[src/rtl/bba_pkg.sv]
// shared types, constants and controller/datapath handshake structs for the bitmap allocator
`default_nettype none
package bba_pkg;

  localparam int DEF_MAX_BITS  = 32768;
  localparam int DEF_WORD_BITS = 32;

  // positions and indices are 15 bits wide, so the usable span stops here
  localparam int ADDR_SPAN = 32768;

  localparam int CMD_W  = 2;
  localparam int POS_W  = 15;
  localparam int STAT_W = 2;
  localparam int CFG_W  = 16;
  // scan base runs one word past the limit at most
  localparam int BASE_W = POS_W + 2;

  typedef enum logic [CMD_W-1:0] {
    CMD_READ  = 2'd0,
    CMD_WRITE = 2'd1,
    CMD_FIND  = 2'd2,
    CMD_NOP   = 2'd3
  } cmd_t;

  typedef enum logic [STAT_W-1:0] {
    ST_OK      = 2'd0,
    ST_NO_FREE = 2'd1,
    ST_RANGE   = 2'd2
  } status_t;

  typedef struct packed {
    logic    cap;
    logic    clr;
    logic    scan_init;
    logic    scan_step;
    logic    rw_issue;
    logic    rw_apply;
    logic    res_set;
    status_t res_status;
    logic    out_load;
  } dp_cmd_t;

  typedef struct packed {
    logic clr_done;
    cmd_t cmd;
    logic in_range;
    logic hit;
    logic exhausted;
    logic out_free;
  } dp_stat_t;

endpackage
`default_nettype wire

[src/rtl/bba_ctrl.sv]
// controller state machine of the bitmap allocator
`default_nettype none
module bba_ctrl (
  input  wire logic               clk,
  input  wire logic               rst_n,
  input  wire logic               in_valid,
  output logic                    in_ready,
  input  wire bba_pkg::dp_stat_t  st,
  output bba_pkg::dp_cmd_t        cmd
);
  import bba_pkg::*;

  typedef enum logic [6:0] {
    S_CLEAR  = 7'b0000001,
    S_IDLE   = 7'b0000010,
    S_DECODE = 7'b0000100,
    S_ADDR   = 7'b0001000,
    S_APPLY  = 7'b0010000,
    S_SCAN   = 7'b0100000,
    S_RESP   = 7'b1000000
  } state_t;

  state_t state_r;
  state_t state_nxt;

  assign in_ready = (state_r == S_IDLE);

  always_comb begin
    state_nxt      = state_r;
    cmd            = '0;
    cmd.res_status = ST_OK;
    unique case (state_r)
      S_CLEAR: begin
        cmd.clr = 1'b1;
        if (st.clr_done) begin
          state_nxt = S_IDLE;
        end
      end
      S_IDLE: begin
        if (in_valid) begin
          cmd.cap   = 1'b1;
          state_nxt = S_DECODE;
        end
      end
      S_DECODE: begin
        unique case (st.cmd) inside
          CMD_READ, CMD_WRITE: begin
            if (st.in_range) begin
              state_nxt = S_ADDR;
            end else begin
              cmd.res_set    = 1'b1;
              cmd.res_status = ST_RANGE;
              state_nxt      = S_RESP;
            end
          end
          CMD_FIND: begin
            cmd.scan_init = 1'b1;
            state_nxt     = S_SCAN;
          end
          default: begin
            // no-operation code answers ok with zero fields
            cmd.res_set = 1'b1;
            state_nxt   = S_RESP;
          end
        endcase
      end
      S_ADDR: begin
        cmd.rw_issue = 1'b1;
        state_nxt    = S_APPLY;
      end
      S_APPLY: begin
        cmd.rw_apply = 1'b1;
        state_nxt    = S_RESP;
      end
      S_SCAN: begin
        cmd.scan_step = 1'b1;
        if (st.hit || st.exhausted) begin
          state_nxt = S_RESP;
        end
      end
      S_RESP: begin
        if (st.out_free) begin
          cmd.out_load = 1'b1;
          state_nxt    = S_IDLE;
        end
      end
      default: begin
        state_nxt = S_CLEAR;
      end
    endcase
  end

  always_ff @(posedge clk) begin
    if (!rst_n) begin
      state_r <= S_CLEAR;
    end else begin
      state_r <= state_nxt;
    end
  end

`ifndef SYNTH
  a_accept_to_decode: assert property (@(posedge clk) disable iff (!rst_n)
    (in_valid && in_ready) |=> (state_r == S_DECODE))
    else $error("accepted request did not move to decode");

  a_scan_end_to_resp: assert property (@(posedge clk) disable iff (!rst_n)
    (state_r == S_SCAN && (st.hit || st.exhausted)) |=> (state_r == S_RESP))
    else $error("finished scan did not move to response");
`endif

endmodule
`default_nettype wire

[config.mk]
export PLATFORM = sky130hd
export DESIGN_NAME = bba_ctrl
export DESIGN_NICKNAME = d
export VERILOG_FILES = /design/src/rtl/bba_pkg.sv /design/src/rtl/bba_ctrl.sv
export SDC_FILE = /design/constraint.sdc
export NUM_CORES = 1
export LEC_CHECK = 0
export BUFFER_PORTS_ARGS = -buffer_cell sky130_fd_sc_hd__buf_2
export CAP_MARGIN = 15
export CORE_AREA = 2 2 39 41
export CTS_CLUSTER_SIZE = 14
export DETAILED_ROUTE_END_ITERATION = 12
export DIE_AREA = 0 0 41 43
export GPL_TIMING_DRIVEN = 0
export PLACE_DENSITY = 0.65
export REMOVE_ABC_BUFFERS = 1
export SYNTH_ARGS = -nofsm -noshare
export SYNTH_HDL_FRONTEND = slang
export SYNTH_SLANG_ARGS = --single-unit
[constraint.sdc]
create_clock -name clk -period 1.86 [get_ports clk]
set_input_delay 0.186 -clock clk [delete_from_list [all_inputs] [get_ports clk]]
set_output_delay 0.186 -clock clk [all_outputs]
set_load 0.02 [all_outputs]
==> impl_metrics.tcl <==
set metrics [dict create \
    vias 522 \
    reg2reg_setup_slack_ps -190 \
    synth.largest_area_cell "dfxtp_1" \
    regMostFlops "state_r" \
    diodes 0 \
    min_to "state_r[3]$_SDFFE_PN0P_" \
    synth_edf_count 0 \
    rows 14 \
    regToRegStartpoint "state_r[6]$_SDFFE_PN0P_" \
    slew_viol_final 0 \
    rsz0062_at_grt "yes" \
    nNetsFinal 97 \
    tns_ps -1120 \
    cp_max_fo 3 \
    grt_util_met3_pct 7.85 \
    fmax_ghz 0.470 \
    clk_latency_ps 250 \
    ys_seq_elements 7 \
    min_delay_path_depth 2 \
    layout_common_cells "buf_2, nor2_1, buf_4, dfxtp_1, buf_6" \
    max_stage_delay_ps 550 \
    period_share_pct 114 \
    cp.required_ps 1670 \
    powerDensity_mw_per_mm2 938 \
    drt-total-wl_um 1190 \
    area_delta_synth_final_pct 48.9 \
    reg2reg_to "state_r[0]$_SDFFE_PN1P_" \
    grt.overflow.total 0 \
    final_util_pct 50.6 \
    largest_reg_flops 7 \
    syn-mean-instance-area_um2 7.97 \
    p_total_mw 0.657 \
    numCtsBuffers 3 \
    clk_pin_slew_ps 50 \
    synth_cell_types 29 \
    cts-root-buf "clkbuf_4" \
    ios 21 \
    final_common_cell "buf_2" \
    ys_warn_count 0 \
    period_minus_slack_ps 2130 \
    peakVddDrop_v 0.000684 \
    finClkSkew_ps 1.87 \
    grt_util_met1_pct 18.7 \
    drc 0 \
    drive_gt1_share_pct 52.3 \
    grt_pass1_vias 451 \
    synth_top_area_share_pct 29.8 \
    hp-class "in -> reg" \
    synth_area_um2 470 \
    min_from "st[5]" \
    grt_max_degree 12 \
    viasPerCell 5.12 \
    worstSetupPathType "reg -> out" \
    fp.dieW_um 41 \
    track_usage_pct 15.4 \
    fp.dieH_um 43 \
    post-route-cell-area_um2 701 \
    cts.sinks 7 \
    setup_ws_ps -268 \
    place_area_um2 568 \
    core_area_mm2 0.00138 \
    grt_first_pass_wirelength_um 1810 \
    crit_chain "or4_4, buf_4, or4b_4, inv_2, buf_6" \
    synth_cells 59 \
    clockBufferDepth 2 \
    synth_area_leaders "dfxtp_1, nor4b_1, nor2_1" \
    setup_viol 5 \
    synth_flop_cell "dfxtp_1" \
    worstMarginPinSlew_ps 502 \
    top_regs "state_r x7" \
    use_met2_pct 22.2 \
    end_kind "output pin" \
    synthArstFlopShare_pct 0 \
    die-area_mm2 0.00176 \
    busiest_layer "met2" \
    initial_core_util_pct 34.0 \
    synth_seq_area_share_pct 29.8 \
    drtAntennaViolNets 0 \
    maxCapViolCount 0 \
    routabilityCongestion 0.741 \
    htreeDepth 1 \
    antenna_found_initial 0 \
    rr_worst_depth 6 \
    relSlewSlack_pct 66.4 \
    cts_tree "built" \
    hold_buffers 0 \
    hold_viol 0 \
    dp_slack_ps -197 \
    wl_per_cell_um 11.7 \
    arrival_ps 1940 \
    drt_iter0_drc 16 \
    p_leak_nw 0.343 \
    first_pass_iters 5 \
    violations "setup timing" \
    status "complete, but fails checks" \
    dp_hpwl_um 784 \
    crit_slowest_cell "or4_4" \
    port_buffers 19 \
    start_kind "register" \
]
## cells by family (layout without fill, tap and decap cells)
| kind of cell | count (synthesis) | in the layout | synth area share, % |
|---|---|---|---|
| simple gates | 32 | 32 | 42.3 |
| compound gates | 11 | 11 | 18.4 |
| flops | 7 | 7 | 29.8 |
| buf+inv | 7 | 34 | 6.91 |
| other cells | 1 | 1 | 0.797 |
| xor+xnor | 1 | 1 | 1.86 |
## per-layer routing
metal  vias to the layer above  wire length [µm]  share of wire [%]
li1                        268                 -                  -
met1                       238               535                 45
met2                        14               574                 48
met3                         2                68                5.7
met4                         0                14                1.2
met5                         -                 0                  0
## critical path, delay by kind of cell (launching register included)
family        cells  cell delay, ps
simple gates      2            1040
buf+inv           3             340
flops             1             320
## report_power, final
part           total [mW]  leakage (nW)  internal, mW  switching, mW
combinational       0.314         0.270         0.180          0.135
sequential          0.204        0.0580         0.169         0.0346
clock               0.139        0.0150        0.0819         0.0569
total               0.657         0.343         0.431          0.226
## cell usage after synthesis, drive strengths merged (2+ instances only)
master	instances
nor2	9
dfxtp	7
inv	4
nand2	4
nor4b	4
buf	3
nor3	3
nor3b	3
a21oi	2
o21ai	2
or4b	2
## final cells by class
cell class,count,area (µm²)
inverters,4,15.0
repair buffers,26,170
well taps,16,20.0
clock buffers,4,26.3
flip-flops and latches,7,143
fillers,143,683
multi-input cells,45,327
## worst max-delay path by stage
stage                                  startpoint     end  depth (start not counted)
after global placement    state_r[2]$_SDFFE_PN0P_  cmd[9]                          5
after global routing      state_r[6]$_SDFFE_PN0P_  cmd[9]                          5
after CTS                 state_r[6]$_SDFFE_PN0P_  cmd[9]                          5
final                     state_r[6]$_SDFFE_PN0P_  cmd[8]                          5
after floorplan           state_r[2]$_SDFFE_PN0P_  cmd[9]                          4
after detailed placement  state_r[2]$_SDFFE_PN0P_  cmd[9]                          5
## timing repair
item | 4_1_cts | 5_1_grt
buffers inserted | 5 | 2
pin swaps | 2 | 2
setup endpoints to repair | 5 | 6
resized for setup | 13 | 5
## through the flow
stage / hold WS (ps) / std cells
after detailed placement: 408 / 91
after floorplan: 263 / 56
final: 147 / 102
after global placement: 403 / 91
after global routing: 160 / 102
after CTS: 146 / 100
Power figures use the tool's default switching activity.
